===== src/rtl/slrs_pkg.sv =====
// Shared types and constants for the serial line reset and strap sequencer.
`timescale 1ns / 1ps

package slrs_pkg;

  localparam int unsigned SETTLE_WIDTH_DEF = 16;
  localparam int unsigned STRAP_WIDTH      = 8;
  localparam int unsigned CFG_SETTLE_WIDTH = 16;
  localparam int unsigned CFG_DATA_WIDTH   = 16;
  localparam int unsigned CFG_INDEX_WIDTH  = 1;

  localparam logic [STRAP_WIDTH-1:0]      STRAP_HOLD_RESET  = 8'd2;
  localparam logic [CFG_SETTLE_WIDTH-1:0] LINE_SETTLE_RESET = 16'd25;

  // holder mask bits
  localparam logic [1:0] HOLD_SW     = 2'b01;
  localparam logic [1:0] HOLD_SERIAL = 2'b10;

  typedef enum logic [1:0] {
    OP_TICK   = 2'd0,
    OP_LINE   = 2'd1,
    OP_ENABLE = 2'd2,
    OP_RESET  = 2'd3
  } opcode_t;

  typedef enum logic [1:0] {
    PEND_NONE         = 2'd0,
    PEND_NORMAL       = 2'd1,
    PEND_BOOT         = 2'd2,
    PEND_NORMAL_AFTER = 2'd3
  } pend_t;

  typedef enum logic [CFG_INDEX_WIDTH-1:0] {
    REG_STRAP_HOLD  = 1'd0,
    REG_LINE_SETTLE = 1'd1
  } reg_index_t;

  typedef struct packed {
    logic [STRAP_WIDTH-1:0]      strap_hold_ticks;
    logic [CFG_SETTLE_WIDTH-1:0] line_settle_ticks;
  } cfg_t;

  typedef struct packed {
    logic [1:0] opcode;
    logic       dtr_level;
    logic       rts_level;
    logic       enable_level;
    logic       want_bootloader;
  } item_t;

  typedef struct packed {
    logic       enable_held_low;
    logic       straps_driven;
    logic       bootloader_strap;
    logic [1:0] hold_sources;
  } result_t;

endpackage


===== src/rtl/slrs_if.sv =====
// Handshake channel interfaces: event items, results and register writes.
`timescale 1ns / 1ps

interface slrs_item_if;
  logic       valid;
  logic       ready;
  logic [1:0] opcode;
  logic       dtr_level;
  logic       rts_level;
  logic       enable_level;
  logic       want_bootloader;

  modport source (output valid, opcode, dtr_level, rts_level, enable_level,
                  want_bootloader, input ready);
  modport sink   (input valid, opcode, dtr_level, rts_level, enable_level,
                  want_bootloader, output ready);
endinterface

interface slrs_result_if;
  logic       valid;
  logic       ready;
  logic       enable_held_low;
  logic       straps_driven;
  logic       bootloader_strap;
  logic [1:0] hold_sources;

  modport source (output valid, enable_held_low, straps_driven, bootloader_strap,
                  hold_sources, input ready);
  modport sink   (input valid, enable_held_low, straps_driven, bootloader_strap,
                  hold_sources, output ready);
endinterface

interface slrs_cfg_if;
  logic                                  valid;
  logic                                  ready;
  logic [slrs_pkg::CFG_INDEX_WIDTH-1:0]  index;
  logic [slrs_pkg::CFG_DATA_WIDTH-1:0]   data;

  modport source (output valid, index, data, input ready);
  modport sink   (input valid, index, data, output ready);
endinterface


===== src/rtl/slrs_cfg_regs.sv =====
// Configuration register file: strap hold and line settle delays.
`timescale 1ns / 1ps

module slrs_cfg_regs (
  input  logic             clk,
  input  logic             rst,
  slrs_cfg_if.sink         cfg,
  output slrs_pkg::cfg_t   regs
);

  assign cfg.ready = 1'b1;

  always_ff @(posedge clk) begin
    if (rst) begin
      regs.strap_hold_ticks  <= slrs_pkg::STRAP_HOLD_RESET;
      regs.line_settle_ticks <= slrs_pkg::LINE_SETTLE_RESET;
    end else if (cfg.valid && cfg.ready) begin
      unique case (slrs_pkg::reg_index_t'(cfg.index))
        slrs_pkg::REG_STRAP_HOLD:
          regs.strap_hold_ticks <= cfg.data[slrs_pkg::STRAP_WIDTH-1:0];
        slrs_pkg::REG_LINE_SETTLE:
          regs.line_settle_ticks <= cfg.data[slrs_pkg::CFG_SETTLE_WIDTH-1:0];
        default: ;
      endcase
    end
  end

endmodule


===== src/rtl/slrs_core.sv =====
// Sequencer state and the single-pass next-state logic for one event.
`timescale 1ns / 1ps

module slrs_core #(
  parameter int unsigned SETTLE_WIDTH = slrs_pkg::SETTLE_WIDTH_DEF
) (
  input  logic              clk,
  input  logic              rst,
  input  logic              fire,
  input  slrs_pkg::item_t   item,
  input  slrs_pkg::cfg_t    regs,
  output slrs_pkg::result_t res
);

  logic [1:0]                       mask;
  slrs_pkg::pend_t                  pend;
  logic [slrs_pkg::STRAP_WIDTH-1:0] strap_cnt;
  logic [SETTLE_WIDTH-1:0]          settle_cnt;
  logic                             saved_dtr;
  logic                             saved_rts;
  logic                             prev_en;
  logic                             straps_drv;
  logic                             straps_boot;

  logic [1:0]                       mask_next;
  slrs_pkg::pend_t                  pend_next;
  logic [slrs_pkg::STRAP_WIDTH-1:0] strap_cnt_next;
  logic [SETTLE_WIDTH-1:0]          settle_cnt_next;
  logic                             saved_dtr_next;
  logic                             saved_rts_next;
  logic                             prev_en_next;
  logic                             straps_drv_next;
  logic                             straps_boot_next;

  logic [slrs_pkg::STRAP_WIDTH-1:0] strap_reload;
  logic [SETTLE_WIDTH-1:0]          settle_cfg;
  logic [SETTLE_WIDTH-1:0]          settle_reload;
  logic                             strap_due;
  logic                             settle_due;

  // zero delay counts as one tick
  assign strap_reload  = (regs.strap_hold_ticks == '0) ?
                         slrs_pkg::STRAP_WIDTH'(1) : regs.strap_hold_ticks;
  assign settle_cfg    = SETTLE_WIDTH'(regs.line_settle_ticks);
  assign settle_reload = (settle_cfg == '0) ? SETTLE_WIDTH'(1) : settle_cfg;

  always_comb begin
    mask_next        = mask;
    pend_next        = pend;
    strap_cnt_next   = strap_cnt;
    settle_cnt_next  = settle_cnt;
    saved_dtr_next   = saved_dtr;
    saved_rts_next   = saved_rts;
    prev_en_next     = prev_en;
    straps_drv_next  = straps_drv;
    straps_boot_next = straps_boot;
    strap_due        = 1'b0;
    settle_due       = 1'b0;

    unique case (slrs_pkg::opcode_t'(item.opcode))
      slrs_pkg::OP_TICK: begin
        if (strap_cnt != '0) begin
          strap_cnt_next = strap_cnt - slrs_pkg::STRAP_WIDTH'(1);
          strap_due      = (strap_cnt == slrs_pkg::STRAP_WIDTH'(1));
        end
        if (settle_cnt != '0) begin
          settle_cnt_next = settle_cnt - SETTLE_WIDTH'(1);
          settle_due      = (settle_cnt == SETTLE_WIDTH'(1));
        end
        // pending reset: software holder pulls low and lets go at once
        if (pend != slrs_pkg::PEND_NONE) begin
          mask_next = mask_next & ~slrs_pkg::HOLD_SW;
          if (mask_next == '0) begin
            straps_drv_next  = 1'b1;
            straps_boot_next = (pend == slrs_pkg::PEND_BOOT);
            strap_cnt_next   = strap_reload;
            strap_due        = 1'b0;
          end
        end
        pend_next = slrs_pkg::PEND_NONE;
        if (strap_due) begin
          straps_drv_next  = 1'b0;
          straps_boot_next = 1'b0;
        end
        if (settle_due) begin
          if (saved_rts && !saved_dtr) begin
            mask_next = mask_next | slrs_pkg::HOLD_SERIAL;
          end else begin
            mask_next = mask_next & ~slrs_pkg::HOLD_SERIAL;
            if (mask_next == '0) begin
              straps_drv_next  = 1'b1;
              straps_boot_next = saved_dtr && !saved_rts;
              strap_cnt_next   = strap_reload;
            end
          end
        end
      end
      slrs_pkg::OP_LINE: begin
        saved_dtr_next  = item.dtr_level;
        saved_rts_next  = item.rts_level;
        settle_cnt_next = settle_reload;
      end
      slrs_pkg::OP_ENABLE: begin
        if (item.enable_level && !prev_en && (mask == '0)) begin
          pend_next = (saved_dtr && !saved_rts) ? slrs_pkg::PEND_BOOT
                                                : slrs_pkg::PEND_NORMAL;
        end
        prev_en_next = item.enable_level;
      end
      slrs_pkg::OP_RESET: begin
        pend_next = item.want_bootloader ? slrs_pkg::PEND_BOOT : slrs_pkg::PEND_NORMAL;
      end
      default: ;
    endcase
  end

  always_ff @(posedge clk) begin
    if (rst) begin
      mask        <= '0;
      pend        <= slrs_pkg::PEND_NORMAL;
      strap_cnt   <= '0;
      settle_cnt  <= '0;
      saved_dtr   <= 1'b0;
      saved_rts   <= 1'b0;
      prev_en     <= 1'b1;
      straps_drv  <= 1'b0;
      straps_boot <= 1'b0;
    end else if (fire) begin
      mask        <= mask_next;
      pend        <= pend_next;
      strap_cnt   <= strap_cnt_next;
      settle_cnt  <= settle_cnt_next;
      saved_dtr   <= saved_dtr_next;
      saved_rts   <= saved_rts_next;
      prev_en     <= prev_en_next;
      straps_drv  <= straps_drv_next;
      straps_boot <= straps_boot_next;
    end
  end

  assign res.enable_held_low  = |mask_next;
  assign res.straps_driven    = straps_drv_next;
  assign res.bootloader_strap = straps_boot_next;
  assign res.hold_sources     = mask_next;

endmodule


===== src/rtl/serial_line_reset_strap_sequencer.sv =====
// Serial line reset and boot strap sequencer: top level with event and result registers.
//
// Channels: item (sink) carries one event per transfer: tick, DTR/RTS change,
// enable level change or reset request. result (source) returns one transfer per
// event with the enable hold state, strap drive state and holder mask as they
// stand after that event. cfg (sink) writes the strap hold delay (index 0) and the
// line settle delay (index 1); it is always ready and must only be used while idle.
// Timing: an event is held in the input register and its result is loaded into the
// output register once that register is free or being emptied; result.valid then
// rises and stays high until the result is taken.
// Throughput: one event per cycle while the result side does not stall; the state
// update is a single pass of logic between the input register and the result register.
// Reset: a normal reset is pending, enable released, straps released, both delays
// back to 2 and 25 ticks. When the result side stalls, the input register fills
// and item.ready drops only once both registers hold an unsent event.
`timescale 1ns / 1ps

module serial_line_reset_strap_sequencer #(
  parameter int unsigned SETTLE_WIDTH = slrs_pkg::SETTLE_WIDTH_DEF
) (
  input  logic          clk,
  input  logic          rst,
  slrs_item_if.sink     item,
  slrs_result_if.source result,
  slrs_cfg_if.sink      cfg
);

  slrs_pkg::cfg_t    regs;
  slrs_pkg::item_t   item_q;
  logic              item_vld;
  slrs_pkg::result_t res_next;
  slrs_pkg::result_t res_q;
  logic              res_vld;
  logic              out_free;
  logic              adv;

  assign out_free   = !res_vld || result.ready;
  assign adv        = item_vld && out_free;
  assign item.ready = !item_vld || out_free;

  slrs_cfg_regs u_cfg (
    .clk  (clk),
    .rst  (rst),
    .cfg  (cfg),
    .regs (regs)
  );

  slrs_core #(
    .SETTLE_WIDTH (SETTLE_WIDTH)
  ) u_core (
    .clk  (clk),
    .rst  (rst),
    .fire (adv),
    .item (item_q),
    .regs (regs),
    .res  (res_next)
  );

  always_ff @(posedge clk) begin
    if (rst) begin
      item_vld <= 1'b0;
    end else if (item.valid && item.ready) begin
      item_vld <= 1'b1;
    end else if (adv) begin
      item_vld <= 1'b0;
    end
  end

  always_ff @(posedge clk) begin
    if (item.valid && item.ready) begin
      item_q.opcode          <= item.opcode;
      item_q.dtr_level       <= item.dtr_level;
      item_q.rts_level       <= item.rts_level;
      item_q.enable_level    <= item.enable_level;
      item_q.want_bootloader <= item.want_bootloader;
    end
  end

  always_ff @(posedge clk) begin
    if (rst) begin
      res_vld <= 1'b0;
    end else if (adv) begin
      res_vld <= 1'b1;
    end else if (result.ready) begin
      res_vld <= 1'b0;
    end
  end

  always_ff @(posedge clk) begin
    if (adv) begin
      res_q <= res_next;
    end
  end

  assign result.valid            = res_vld;
  assign result.enable_held_low  = res_q.enable_held_low;
  assign result.straps_driven    = res_q.straps_driven;
  assign result.bootloader_strap = res_q.bootloader_strap;
  assign result.hold_sources     = res_q.hold_sources;

endmodule

===== src/flat_wrapper.sv =====
// flat-port wrapper written by rule: the top's interface ports become plain ports
module serial_line_reset_strap_sequencer_flat 
#(
  parameter int unsigned SETTLE_WIDTH = slrs_pkg::SETTLE_WIDTH_DEF
)
  (clk, rst, item_valid, item_opcode, item_dtr_level, item_rts_level, item_enable_level, item_want_bootloader, item_ready, result_valid, result_enable_held_low, result_straps_driven, result_bootloader_strap, result_hold_sources, result_ready, cfg_valid, cfg_index, cfg_data, cfg_ready);
  slrs_item_if item_i ();
  slrs_result_if result_i ();
  slrs_cfg_if cfg_i ();
  input  logic clk;
  input  logic rst;
  input wire logic [$bits(item_i.valid)-1:0] item_valid;
  input wire logic [$bits(item_i.opcode)-1:0] item_opcode;
  input wire logic [$bits(item_i.dtr_level)-1:0] item_dtr_level;
  input wire logic [$bits(item_i.rts_level)-1:0] item_rts_level;
  input wire logic [$bits(item_i.enable_level)-1:0] item_enable_level;
  input wire logic [$bits(item_i.want_bootloader)-1:0] item_want_bootloader;
  output wire logic [$bits(item_i.ready)-1:0] item_ready;
  output wire logic [$bits(result_i.valid)-1:0] result_valid;
  output wire logic [$bits(result_i.enable_held_low)-1:0] result_enable_held_low;
  output wire logic [$bits(result_i.straps_driven)-1:0] result_straps_driven;
  output wire logic [$bits(result_i.bootloader_strap)-1:0] result_bootloader_strap;
  output wire logic [$bits(result_i.hold_sources)-1:0] result_hold_sources;
  input wire logic [$bits(result_i.ready)-1:0] result_ready;
  input wire logic [$bits(cfg_i.valid)-1:0] cfg_valid;
  input wire logic [$bits(cfg_i.index)-1:0] cfg_index;
  input wire logic [$bits(cfg_i.data)-1:0] cfg_data;
  output wire logic [$bits(cfg_i.ready)-1:0] cfg_ready;
  assign item_i.valid = item_valid;
  assign item_i.opcode = item_opcode;
  assign item_i.dtr_level = item_dtr_level;
  assign item_i.rts_level = item_rts_level;
  assign item_i.enable_level = item_enable_level;
  assign item_i.want_bootloader = item_want_bootloader;
  assign item_ready = item_i.ready;
  assign result_valid = result_i.valid;
  assign result_enable_held_low = result_i.enable_held_low;
  assign result_straps_driven = result_i.straps_driven;
  assign result_bootloader_strap = result_i.bootloader_strap;
  assign result_hold_sources = result_i.hold_sources;
  assign result_i.ready = result_ready;
  assign cfg_i.valid = cfg_valid;
  assign cfg_i.index = cfg_index;
  assign cfg_i.data = cfg_data;
  assign cfg_ready = cfg_i.ready;
  serial_line_reset_strap_sequencer #(.SETTLE_WIDTH(SETTLE_WIDTH)) u_core (.clk(clk), .rst(rst), .item(item_i), .result(result_i), .cfg(cfg_i));
endmodule

===== config.mk =====
export PLATFORM = sky130hd
export DESIGN_NAME = serial_line_reset_strap_sequencer_flat
export DESIGN_NICKNAME = d
export VERILOG_FILES = /design/src/rtl/slrs_pkg.sv /design/src/rtl/slrs_if.sv /design/src/rtl/slrs_cfg_regs.sv /design/src/rtl/slrs_core.sv /design/src/rtl/serial_line_reset_strap_sequencer.sv /design/src/flat_wrapper.sv
export SDC_FILE = /design/constraint.sdc
export NUM_CORES = 1
export LEC_CHECK = 0
export ABC_AREA = 1
export BUFFER_PORTS_ARGS = -buffer_cell sky130_fd_sc_hd__buf_2
export CORE_ASPECT_RATIO = 2
export CORE_MARGIN = 5
export CORE_UTILIZATION = 45
export DETAILED_ROUTE_END_ITERATION = 16
export GPL_ROUTABILITY_DRIVEN = 1
export PLACE_DENSITY_LB_ADDON = 0.08
export SLEW_MARGIN = 20
export SYNTH_ARGS = -nofsm -noshare
export SYNTH_HDL_FRONTEND = slang
export SYNTH_SLANG_ARGS = --single-unit

===== constraint.sdc =====
create_clock -name clk -period 2.3 [get_ports clk]
set_input_delay 0.115 -clock clk [delete_from_list [all_inputs] [get_ports clk]]
set_output_delay 0.115 -clock clk [all_outputs]
set_load 0.01 [all_outputs]

==> results of run 1 <==
[final timing paths]
| kind | cells after the start | to | from |
|---|---|---|---|
| max | 9 | u_core.result.enable_held_low | u_core.u_core.settle_cnt[0] |
| min | 3 | u_core.u_cfg.regs[3] | cfg_data[3] |
| min reg2reg | 2 | u_core.u_core.pend[1] | u_core.u_core.pend[1] |
| max reg2reg | 9 | u_core.result.enable_held_low | u_core.u_core.settle_cnt[0] |
[worst max-delay path: stages (launching register included)]
cell and delay [ns]:
sky130_fd_sc_hd__dfxtp_1 0.39, sky130_fd_sc_hd__inv_1 0.11, sky130_fd_sc_hd__ha_1 0.23, sky130_fd_sc_hd__nor2_1 0.10, sky130_fd_sc_hd__nand2_1 0.10, sky130_fd_sc_hd__nor2_4 0.14, sky130_fd_sc_hd__nand3_1 0.12, sky130_fd_sc_hd__o21ai_2 0.17
sky130_fd_sc_hd__inv_2 0.05, sky130_fd_sc_hd__or2_1 0.21
[routing by layer]
layer	global-route usage, %	part of all wire, %
met1	20.7	38
met2	35.2	56
met3	3.09	2.4
met4	10.1	3.6
met5	0	0
[what timing repair did]
action                    CTS  global route
hold endpoints to repair    7             0
hold buffers                7             0
setup buffers               0             0
[cell families after synthesis]
logic type               Yosys count  synth area share [%]
XOR/XNOR                           7                  1.69
adder cells (fa/ha/maj)            6                  2.07
AND/OR/NAND/NOR                  246                  31.4
other                              1                 0.104
AO/OA/AOI/OAI                    105                  15.5
flip-flops                        70                  41.7
buffers and inverters             65                  7.46
[power by group]
| part | internal (mW) | leakage, nW | switching, mW |
|---|---|---|---|
| logic | 0.202 | 1.10 | 0.362 |
| clock network | 0.964 | 0.160 | 0.520 |
| registers | 1.32 | 0.590 | 0.0564 |
| total | 2.48 | 1.85 | 0.939 |
[cell type report]
type	count	share of cell area, %
clock buffers	12	6.54
clock inverters	4	1.21
inverters	50	4.48
multi-input cells	365	43.3
flip-flops and latches	70	35.6
well taps	96	2.83
repair buffers	43	6.01
[through the flow]
stage / hold slack [ns] / std cells / total power [mW]
after floorplan: 0.214 / 500 / 1.81
after global placement: 0.292 / 617 / 1.95
after detailed placement: 0.293 / 617 / 1.95
after CTS: 0.0136 / 640 / 3.45
after global routing: 0.0270 / 640 / 3.59
final: 0.0178 / 640 / 3.42
[sequential cells by signal, summed over array words and instances (netlist names), 2 cells and up]
signal and cells:
u_core.item_q 6, u_core.result.hold_sources 2, u_core.u_cfg.regs 24, u_core.u_core.mask 2
u_core.u_core.pend 2, u_core.u_core.settle_cnt 16, u_core.u_core.strap_cnt 8
[Yosys cell counts (3+ instances only)]
cell type,count
sky130_fd_sc_hd__nand2_1,91
sky130_fd_sc_hd__nor2_1,83
sky130_fd_sc_hd__dfxtp_1,59
sky130_fd_sc_hd__a21oi_1,46
sky130_fd_sc_hd__inv_1,46
sky130_fd_sc_hd__o21ai_0,40
sky130_fd_sc_hd__nand3_1,34
sky130_fd_sc_hd__edfxtp_1,11
sky130_fd_sc_hd__nand4_1,9
sky130_fd_sc_hd__clkbuf_1,8
sky130_fd_sc_hd__ha_1,6
sky130_fd_sc_hd__nor2_4,6
sky130_fd_sc_hd__o21ai_1,6
sky130_fd_sc_hd__nor2_2,5
sky130_fd_sc_hd__buf_2,4
sky130_fd_sc_hd__nand2_4,4
sky130_fd_sc_hd__xor2_1,4
sky130_fd_sc_hd__inv_2,3
sky130_fd_sc_hd__nand2_2,3
sky130_fd_sc_hd__nor3_1,3
sky130_fd_sc_hd__o211ai_1,3
sky130_fd_sc_hd__xnor2_1,3
==> summary.txt, run 1 <==
Run status
  • Outcome: complete, no violations

Synthesis
  • Synth Register Bits: 70
  • Async SR Flop Fraction: 0%
  • Count of distinct cell types in the synthesized netlist: 41
  • Nets in the synthesized netlist: 534
  • Cells taking the most area after synthesis: sky130_fd_sc_hd__dfxtp_1, sky130_fd_sc_hd__nand2_1, sky130_fd_sc_hd__edfxtp_1
  • Number of synthesized flops with an enable pin: 11
  • Count of warnings emitted by yosys: 0
  • Combined area of all synthesized cells: 3620 um^2
  • Sequential fraction of the synthesis area: 41.7%
  • Area share of the largest cell type after synthesis: 32.6%
  • Cells after Synth: 500
  • Top cell type by total area after synthesis: sky130_fd_sc_hd__dfxtp_1
  • Post-Syn Area per Cell: 7.24 um^2
  • Main synth FF type: sky130_fd_sc_hd__dfxtp_1

Placement
  • Minimum setup slack after placement: 0.482 ns
  • Count of input and output buffers: 34
  • HPWL after DPL: 6720 um
  • Placer Congestion: roughly 0.86
  • Cell area after placement: 3850 um^2

Clock network
  • Clock slew at reported path FFs: 0.06 ns
  • Total number of clock tree sinks: 70
  • Post-cts gate resize count: 0
  • Maximum level of the CTS H-tree: 3
  • Clock tree from TritonCTS: done
  • Total CTS buffers: 9
  • Clock latency reported for the late side of the worst-skew pair: 0.33 ns
  • Root Driver: sky130_fd_sc_hd__clkbuf_16
  • Clk buf depth: 2

Critical path
  • Data required time at the worst endpoint: 2.38 ns
  • Crit end category: register
  • Critical-path maximum fanout: 4
  • Kind of start point of the critical path: register
  • Startpoint-to-endpoint class of the critical path: register to register
  • Worst EP arrival: between 1.5 and 2 ns
  • Slack of the worst reg-to-reg path: 0.43 ns

STA
  • Transition time at the pin with the least slew margin: 0.591 ns
  • Final setup vio count: 0
  • Total negative setup slack: 0 ns
  • Post-route worst setup slack: 0.434 ns
  • Final Max Tran Viols: 0
  • Final worst path period share: 81.1%
  • Clock Skew: just over 0.006 ns
  • Unrepaired setup endpoints after global routing: false
  • Period minus WS final: ~1.9 ns
  • Final Hold Viols: 0
  • Relative slew margins: 60.5%
  • Top achievable clock speed: 0.536 GHz

Final layout
  • Most frequent cells in the layout: sky130_fd_sc_hd__nand2_1, sky130_fd_sc_hd__nor2_1, sky130_fd_sc_hd__dfxtp_1
  • Finished Cell Area: 4250 um^2
  • Multi-input gate area in the final layout: between 1500 and 2000 um^2
  • Number of diodes added for antenna fixing: 0
  • Fraction of final layout cells with drive strength greater than 1: 14.9%
  • Sequential cell area: 1510 um^2
  • Number of nets at the end of the flow: 573
  • Commonest non-fill, non-tap cell in the layout: sky130_fd_sc_hd__nand2_1
  • Final Util: 53.9%
  • Synthesis-to-finish area growth: 17.2%
  • FILL cells: 777

Pwr
  • Leakage: 1.85 nW
  • Power density over cell area: 806 nW/um^2
  • IR Drop Worst-Case VDD: 836 uV

GRT
  • Vias in the first global route: approximately 3,200
  • GRT Total Usage: about 19%
  • Aggregate global routing overflow: 0
  • Wire length of the first global-routing pass: 14,900 um
  • Maximum number of pins on one net before global-route repair: 44
  • Antenna violations before repair: 0

Detailed routing
  • Detailed Route Iter0 Violations: between 100 and 150
  • DRC errors left: 0
  • 1st-pass router iterations: 4
  • Number of nets still failing antenna checks after routing: 0
  • Count of vias placed by the detailed router: 3,291
  • Via density per instance: 5.14
  • Wirelength, routed: 9080 um
  • Average detailed-routed wire length per instance: 14.2 um

Floorplanning
  • Number of I/O pins: 36
  • Core Area: 7890 um^2
  • Area enclosed by the die boundary: 10,100 um^2
  • Die extent in x: roughly 73 um
  • Placement row count: 46
  • Height of the die: roughly 140 um
  • Starting density of the core: 45.9%

Hold path
  • Worst min-delay path class: primary input to register

Job
  • Number of max-cap violations: 0
(Power assumes the default switching activity.)
==> run 2: changes to the inputs <==
==> constraint.sdc (replaced) <==
create_clock -name clk -period 1.9 [get_ports clk]
set_input_delay 0.095 -clock clk [delete_from_list [all_inputs] [get_ports clk]]
set_output_delay 0.095 -clock clk [all_outputs]
set_load 0.01 [all_outputs]
==> run 2 against run 1 <==
Against the previous run:
- sequential share of layout area is 0.41 points lower
- core utilization is 0.67 points higher
- register-to-register slack worse by 0.34 ns
- via count is 1.8% higher
- cell count is 1.1% higher
- wire length is 1.8% higher
- clock power is 20% higher
- maximum frequency is 3.5% higher
- hold slack worse by 0.012 ns
==> summary.txt, run 2 (synthesis results as in run 1) <==
Critical path
  • Worst path bufs/invs: 2 (unchanged)
  • Slowest cell delay on critical path: 0.36 ns (was 0.39 ns)
  • Slack of the worst reg-to-reg path: 0.1 ns (was 0.43 ns)
  • Capturing element of the worst setup path: u_core.result.enable_held_low (unchanged)
  • Crit-path slowest cell: sky130_fd_sc_hd__dfxtp_2 (was sky130_fd_sc_hd__dfxtp_1)
  • R2R Path Start: u_core.u_core.settle_cnt[0] (unchanged)
  • Worst EP arrival: 1.88 ns (was 1.94 ns)
  • Cell chain of the critical path: inv_1 > ha_2 > nor2_2 > nand2_2 > nor2_4 > nand3_2 > o21ai_2 > inv_2 > or2_1 (was inv_1 > ha_1 > nor2_1 > nand2_1 > nor2_4 > nand3_1 > o21ai_2 > inv_2 > or2_1)
  • Worst r2r path cells: 9 (unchanged)
  • CP delay by family, top: simple AND/OR/NAND/NOR gates (unchanged)
  • Critical path depth: 9 (unchanged)
  • Data required time at the worst endpoint: 1.98 ns (was 2.38 ns)
  • Endpoint of the worst-slack reg-to-reg timing path: u_core.result.enable_held_low (unchanged)
  • Crit end category: register (unchanged)
  • Kind of start point of the critical path: register (unchanged)
  • Critical path origin: u_core.u_core.settle_cnt[0] (unchanged)
  • Critical-path maximum fanout: 4 (unchanged)
  • Startpoint-to-endpoint class of the critical path: register to register (unchanged)

Floorplanning
  • Die extent in x: 73.4 um (unchanged)
  • Placement row count: 46 (unchanged)
  • Number of I/O pins: 36 (unchanged)
  • Height of the die: 137 um (unchanged)
  • Starting density of the core: 45.9% (unchanged)
  • Core Area: 7890 um^2 (unchanged)
  • Area enclosed by the die boundary: 10,100 um^2 (unchanged)

Pwr
  • Power density over cell area: 965 nW/um^2 (was 806 nW/um^2)
  • Total design power: 4.15 mW (was 3.42 mW)
  • Leakage: 1.88 nW (was 1.85 nW)
  • IR Drop Worst-Case VDD: 535 uV (was 836 uV)

Detailed routing
  • Via density per instance: 5.18 (was 5.14)
  • Met3 WL: 261 um (was 219 um)
  • DRC errors left: 0 (unchanged)
  • Wirelength, routed: 9250 um (was 9080 um)
  • Met2 WL post-DR: 5180 um (was 5060 um)
  • Top routing layer used: met4 (unchanged)
  • Detailed Route Iter0 Violations: 251 (was 139)
  • Average detailed-routed wire length per instance: 14.3 um (was 14.2 um)
  • Routed length on met1: 3560 um (was 3480 um)
  • 1st-pass router iterations: 5 (was 4)
  • Count of vias placed by the detailed router: 3,349 (was 3,291)
  • Number of nets still failing antenna checks after routing: 0 (unchanged)

GRT
  • Vias in the first global route: 3,284 (was 3,198)
  • Maximum number of pins on one net before global-route repair: 44 (unchanged)
  • GRT Total Usage: 20.0% (was 19.4%)
  • Aggregate global routing overflow: 0 (unchanged)
  • Wire length of the first global-routing pass: 15,500 um (was 14,900 um)
  • Antenna violations before repair: 0 (unchanged)

STA
  • Clock Skew: 0.00785 ns (was 0.00619 ns)
  • Final setup vio count: 0 (unchanged)
  • Relative slew margins: 65.2% (was 60.5%)
  • Period minus WS final: 1.80 ns (was 1.87 ns)
  • Final worst path period share: 94.9% (was 81.1%)
  • Post-route worst setup slack: 0.0969 ns (was 0.434 ns)
  • Min Hold Slack: 0.00602 ns (was 0.0178 ns)
  • Top achievable clock speed: 0.555 GHz (was 0.536 GHz)
  • Final Max Tran Viols: 0 (unchanged)
  • Transition time at the pin with the least slew margin: 0.520 ns (was 0.591 ns)
  • Final Hold Viols: 0 (unchanged)

Clock network
  • Clock tree from TritonCTS: done (unchanged)
  • Maximum level of the CTS H-tree: 3 (unchanged)
  • Total number of clock tree sinks: 70 (unchanged)
  • Root Driver: sky130_fd_sc_hd__clkbuf_16 (unchanged)
  • Clock slew at reported path FFs: 0.06 ns (about the same)
  • Clock latency reported for the late side of the worst-skew pair: 0.33 ns (about the same)
  • Clk buf depth: 2 (unchanged)
  • Total CTS buffers: 9 (unchanged)

Placement
  • Placed insts: 623 (was 617)
  • HPWL after DPL: 6830 um (was 6720 um)
  • Placer Congestion: 0.841 (was 0.861)
  • Minimum setup slack after placement: 0.0472 ns (was 0.482 ns)
  • Count of input and output buffers: 34 (unchanged)

Final layout
  • Top flop regs: u_core.u_cfg.regs: 24 flops, u_core.u_core.settle_cnt: 16 flops, u_core.u_core.strap_cnt: 8 flops (unchanged)
  • Commonest non-fill, non-tap cell in the layout: sky130_fd_sc_hd__nand2_1 (unchanged)
  • Number of nets at the end of the flow: 580 (was 573)
  • Largest register by flop count: u_core.u_cfg.regs (unchanged)
  • Synthesis-to-finish area growth: 18.7% (was 17.2%)
  • Sequential cell area: 1510 um^2 (about the same)
  • Most frequent cells in the layout: sky130_fd_sc_hd__nand2_1, sky130_fd_sc_hd__nor2_1, sky130_fd_sc_hd__dfxtp_1 (unchanged)
  • Multi-input gate area in the final layout: 1850 um^2 (was 1840 um^2)
  • Max FFs per register: 24 (unchanged)
  • Final Util: 54.5% (was 53.9%)
  • Cell Count, Final, Fillers Out: 647 (was 640)
  • Number of diodes added for antenna fixing: 0 (unchanged)
  • FILL cells: 776 (was 777)
  • Fraction of final layout cells with drive strength greater than 1: 16.9% (was 14.9%)

Run status
  • Outcome: complete, no violations (unchanged)

Hold path
  • Worst min-delay path class: primary input to register (unchanged)
  • Number of cells on the worst hold path: 3 (unchanged)

Job
  • Number of max-cap violations: 0 (unchanged)
==> run 2: how the worst min path moves through the flow <==
stage,start,endpoint,slack (ns)
floorplan,item_want_bootloader,u_core.item_q[0],0.19
global placement,item_enable_level,u_core.item_q[1],0.27
detailed placement,item_dtr_level,u_core.item_q[3],0.27
CTS,cfg_data[7],u_core.u_cfg.regs[23],0.004
global route,cfg_data[3],u_core.u_cfg.regs[3],0.01
finish,cfg_data[3],u_core.u_cfg.regs[3],0.006
==> run 2: power breakdown <==
part | switching, mW | leakage [nW] | internal [mW] | total, mW
clock network | 0.633 | 0.152 | 1.15 | 1.78
logic | 0.451 | 1.13 | 0.256 | 0.707
registers | 0.0677 | 0.591 | 1.59 | 1.66
==> run 2: metrics by stage <==
step	instance area, um^2	TNS (ns)
after CTS	4280	0
after floorplan	3620	0
final	4300	0
after global routing	4300	-0.00970
after global placement	3890	0
after detailed placement	3890	0
==> run 2: cell type report <==
cell class / count / area share (%)
clock buffers: 10 / 5.33
clock inverters: 6 / 2.01
inverters: 50 / 4.42
multi-input cells: 365 / 43.1
flip-flops and latches: 70 / 35.2
well taps: 96 / 2.79
repair buffers: 50 / 7.16
==> run 2: routing by layer <==
metal  GRT usage (%)  up-vias
li1                -     1736
met1            21.4     1534
met2            36.4       63
met3            3.60       16
met4            9.58        0
met5               0        -
==> run 2: what timing repair did <==
item,CTS,global route
hold buffers,7,0
setup endpoints to repair,0,9
gates resized for setup,0,6
hold endpoints to repair,7,0
setup buffers,0,1
==> run 2: tightest hold or removal path: stages <==
cell                      delay (ns)
sky130_fd_sc_hd__buf_2          0.10
sky130_fd_sc_hd__nand2_1        0.05
sky130_fd_sc_hd__nand3_1        0.05
==> run 3: changes to the inputs <==
--- a/config.mk
+++ b/config.mk
@@ -13,6 +13,7 @@
 export DETAILED_ROUTE_END_ITERATION = 16
 export GPL_ROUTABILITY_DRIVEN = 1
 export PLACE_DENSITY_LB_ADDON = 0.08
+export RECOVER_POWER = 100
 export SLEW_MARGIN = 20
 export SYNTH_ARGS = -nofsm -noshare
 export SYNTH_HDL_FRONTEND = slang
==> run 3 against run 2 <==
Against the previous run:
- non-clock buffer count unchanged
- setup slack better by 0.026 ns
- die area unchanged
- global-route usage unchanged
- critical endpoint unchanged
- largest power group unchanged
- highest routed layer unchanged
==> summary.txt, run 3 (synthesis results as in run 1) <==
Placement
  • HPWL after DPL: 6830 um (unchanged)
  • Placed insts: 623 (unchanged)
  • Count of input and output buffers: 34 (unchanged)
  • Placer Congestion: 0.841 (unchanged)

STA
  • Final Hold Viols: 0 (unchanged)
  • Top achievable clock speed: 0.563 GHz (was 0.555 GHz)
  • Relative slew margins: 46.2% (was 65.2%)
  • Total negative setup slack: 0 ns (unchanged)
  • Period minus WS final: 1.78 ns (was 1.80 ns)
  • Final Max Tran Viols: 0 (unchanged)
  • Final worst path period share: 93.5% (was 94.9%)
  • Transition time at the pin with the least slew margin: 0.808 ns (was 0.520 ns)
  • Clock Skew: 0.00866 ns (was 0.00785 ns)
  • Final setup vio count: 0 (unchanged)

Critical path
  • Slack of the worst reg-to-reg path: 0.12 ns (was 0.1 ns)
  • Critical-path maximum fanout: 4 (unchanged)
  • Kind of start point of the critical path: register (unchanged)
  • Data required time at the worst endpoint: 1.98 ns (about the same)
  • Crit end category: register (unchanged)
  • Worst EP arrival: 1.86 ns (was 1.88 ns)
  • Startpoint-to-endpoint class of the critical path: register to register (unchanged)
  • R2R Path Start: u_core.u_core.settle_cnt[0] (unchanged)
  • Endpoint of the worst-slack reg-to-reg timing path: u_core.result.enable_held_low (unchanged)
  • Worst r2r path cells: 9 (unchanged)

Detailed routing
  • Routed length on met1: 3430 um (was 3560 um)
  • DRC errors left: 0 (unchanged)
  • Wirelength, routed: 9260 um (was 9250 um)
  • Number of nets still failing antenna checks after routing: 0 (unchanged)
  • Met2 WL post-DR: 5300 um (was 5180 um)
  • Via density per instance: 5.14 (was 5.18)
  • Detailed Route Iter0 Violations: 229 (was 251)
  • 1st-pass router iterations: 4 (was 5)
  • Met3 WL: 288 um (was 261 um)
  • Average detailed-routed wire length per instance: 14.3 um (about the same)
  • Count of vias placed by the detailed router: 3,327 (was 3,349)
  • Top routing layer used: met4 (unchanged)

GRT
  • Wire length of the first global-routing pass: 15,500 um (unchanged)
  • Aggregate global routing overflow: 0 (unchanged)
  • Antenna violations before repair: 0 (unchanged)
  • Vias in the first global route: 3,284 (unchanged)
  • Maximum number of pins on one net before global-route repair: 44 (unchanged)
  • GRT Total Usage: 20.0% (unchanged)

Pwr
  • Fraction of power consumed by sequential logic: 40.2% (was 40.1%)
  • Proportion of power drawn by combinational gates: 16.9% (was 17.0%)
  • Clock share of power: 42.9% (about the same)
  • IR Drop Worst-Case VDD: 532 uV (was 535 uV)
  • Share of total power consumed by net switching: 27.6% (was 27.8%)
  • Switch Pwr: 1.14 mW (was 1.15 mW)
  • Power density over cell area: 970 nW/um^2 (was 965 nW/um^2)
  • Internal Power: 2.99 mW (was 3.00 mW)
  • Leakage: 1.85 nW (was 1.88 nW)

Final layout
  • Largest register by flop count: u_core.u_cfg.regs (unchanged)
  • Synthesis-to-finish area growth: 17.7% (was 18.7%)
  • Max FFs per register: 24 (unchanged)
  • Most frequent cells in the layout: sky130_fd_sc_hd__nand2_1, sky130_fd_sc_hd__nor2_1, sky130_fd_sc_hd__dfxtp_1 (unchanged)
  • Commonest non-fill, non-tap cell in the layout: sky130_fd_sc_hd__nand2_1 (unchanged)
  • Number of nets at the end of the flow: 580 (unchanged)
  • Top flop regs: u_core.u_cfg.regs: 24 flops, u_core.u_core.settle_cnt: 16 flops, u_core.u_core.strap_cnt: 8 flops (unchanged)
  • Cell Count, Final, Fillers Out: 647 (unchanged)
  • Number of diodes added for antenna fixing: 0 (unchanged)
  • Fraction of final layout cells with drive strength greater than 1: 14.9% (was 16.9%)

Hold path
  • Terminating pin of the worst hold path: u_core.u_cfg.regs[3] (unchanged)
  • Source of the worst hold timing path: cfg_data[3] (unchanged)
  • Worst min-delay path class: primary input to register (unchanged)
  • Number of cells on the worst hold path: 3 (unchanged)

Run status
  • Outcome: complete, no violations (unchanged)

Job
  • Number of max-cap violations: 0 (unchanged)

Clock network
  • Total CTS buffers: 9 (unchanged)
  • Clock latency reported for the late side of the worst-skew pair: 0.33 ns (about the same)
  • Maximum level of the CTS H-tree: 3 (unchanged)
  • Clock tree from TritonCTS: done (unchanged)
  • Root Driver: sky130_fd_sc_hd__clkbuf_16 (unchanged)
  • Clk buf depth: 2 (unchanged)
  • Clock slew at reported path FFs: 0.06 ns (about the same)
  • Total number of clock tree sinks: 70 (unchanged)

Floorplanning
  • Area enclosed by the die boundary: 10,100 um^2 (unchanged)
  • Core Area: 7890 um^2 (unchanged)
  • Number of I/O pins: 36 (unchanged)
  • Die extent in x: 73.4 um (unchanged)
  • Starting density of the core: 45.9% (unchanged)
  • Placement row count: 46 (unchanged)
  • Height of the die: 137 um (unchanged)
==> run 3: changes by cell type in the layout (fill, tap and decap cells not counted), sizes merged <==
cell,change
buf,-9
clkbuf,+9
==> run 3: how the worst max path moves through the flow <==
stage	startpoint	to	slack (ns)	depth (start not counted)
floorplan	u_core.u_core.settle_cnt[0]	u_core.result.enable_held_low	0.21	9
global placement	u_core.u_core.settle_cnt[0]	u_core.result.enable_held_low	0.11	9
detailed placement	u_core.u_core.settle_cnt[0]	u_core.result.enable_held_low	0.05	9
CTS	u_core.u_core.settle_cnt[0]	u_core.result.enable_held_low	0.007	9
global route	u_core.u_core.settle_cnt[0]	u_core.u_core.strap_cnt[1]	-0.006	10
finish	u_core.u_core.settle_cnt[0]	u_core.result.enable_held_low	0.12	9
==> run 3: metrics by stage <==
step	worst slack (ns)	hold slack [ns]	util [%]	instance area [um^2]	power, mW
2_1_floorplan	0.208	0.194	-	3620	2.20
3_3_place_gp	0.108	0.272	49.4	3890	2.37
3_5_place_dp	0.0472	0.274	49.4	3890	2.38
4_1_cts	0.00749	0.00405	54.3	4280	4.18
5_1_grt	-0.00553	0.0112	54.1	4260	4.36
6_report	0.123	0.00581	54.1	4260	4.14
==> run 3: cell type report <==
cell class,count,area (um^2)
clock buffer,10,229
clock inverter,6,86.3
fill,786,3620
inverter,50,190
multi-input combinational,365,1830
sequential,70,1510
tap,96,120
timing repair buffer,50,295
==> run 3: what timing repair did <==
action                                  in CTS  in global routing
hold endpoints to repair                     7                  0
endpoints found under the setup margin       0                  9
setup buffers                                0                  1
hold buffers                                 7                  0
resized for setup                            0                  6
==> run 3: layer usage <==
metal  global-route usage (%)  up-vias
li1                         -     1734
met1                     21.4     1516
met2                     36.4       61
met3                     3.60       16
met4                     9.58        0
met5                        0        -
==> run 3: worst max-delay path, cell delays in order, from the launching register on <==
cell	delay, ns
sky130_fd_sc_hd__dfxtp_2	0.36
sky130_fd_sc_hd__inv_1	0.09
sky130_fd_sc_hd__ha_2	0.21
sky130_fd_sc_hd__nor2_2	0.11
sky130_fd_sc_hd__nand2_2	0.08
sky130_fd_sc_hd__nor2_4	0.15
sky130_fd_sc_hd__nand3_2	0.10
sky130_fd_sc_hd__o21ai_2	0.18
sky130_fd_sc_hd__inv_2	0.05
sky130_fd_sc_hd__or2_1	0.20
==> run 3: power by group through the flow <==
stage / clock, mW / sequential [mW] / combinational [mW]
floorplan: 0 / 1.68 / 0.518
global placement: 0 / 1.69 / 0.683
detailed placement: 0 / 1.69 / 0.690
CTS: 1.82 / 1.66 / 0.706
global route: 1.89 / 1.67 / 0.793
finish: 1.78 / 1.66 / 0.697
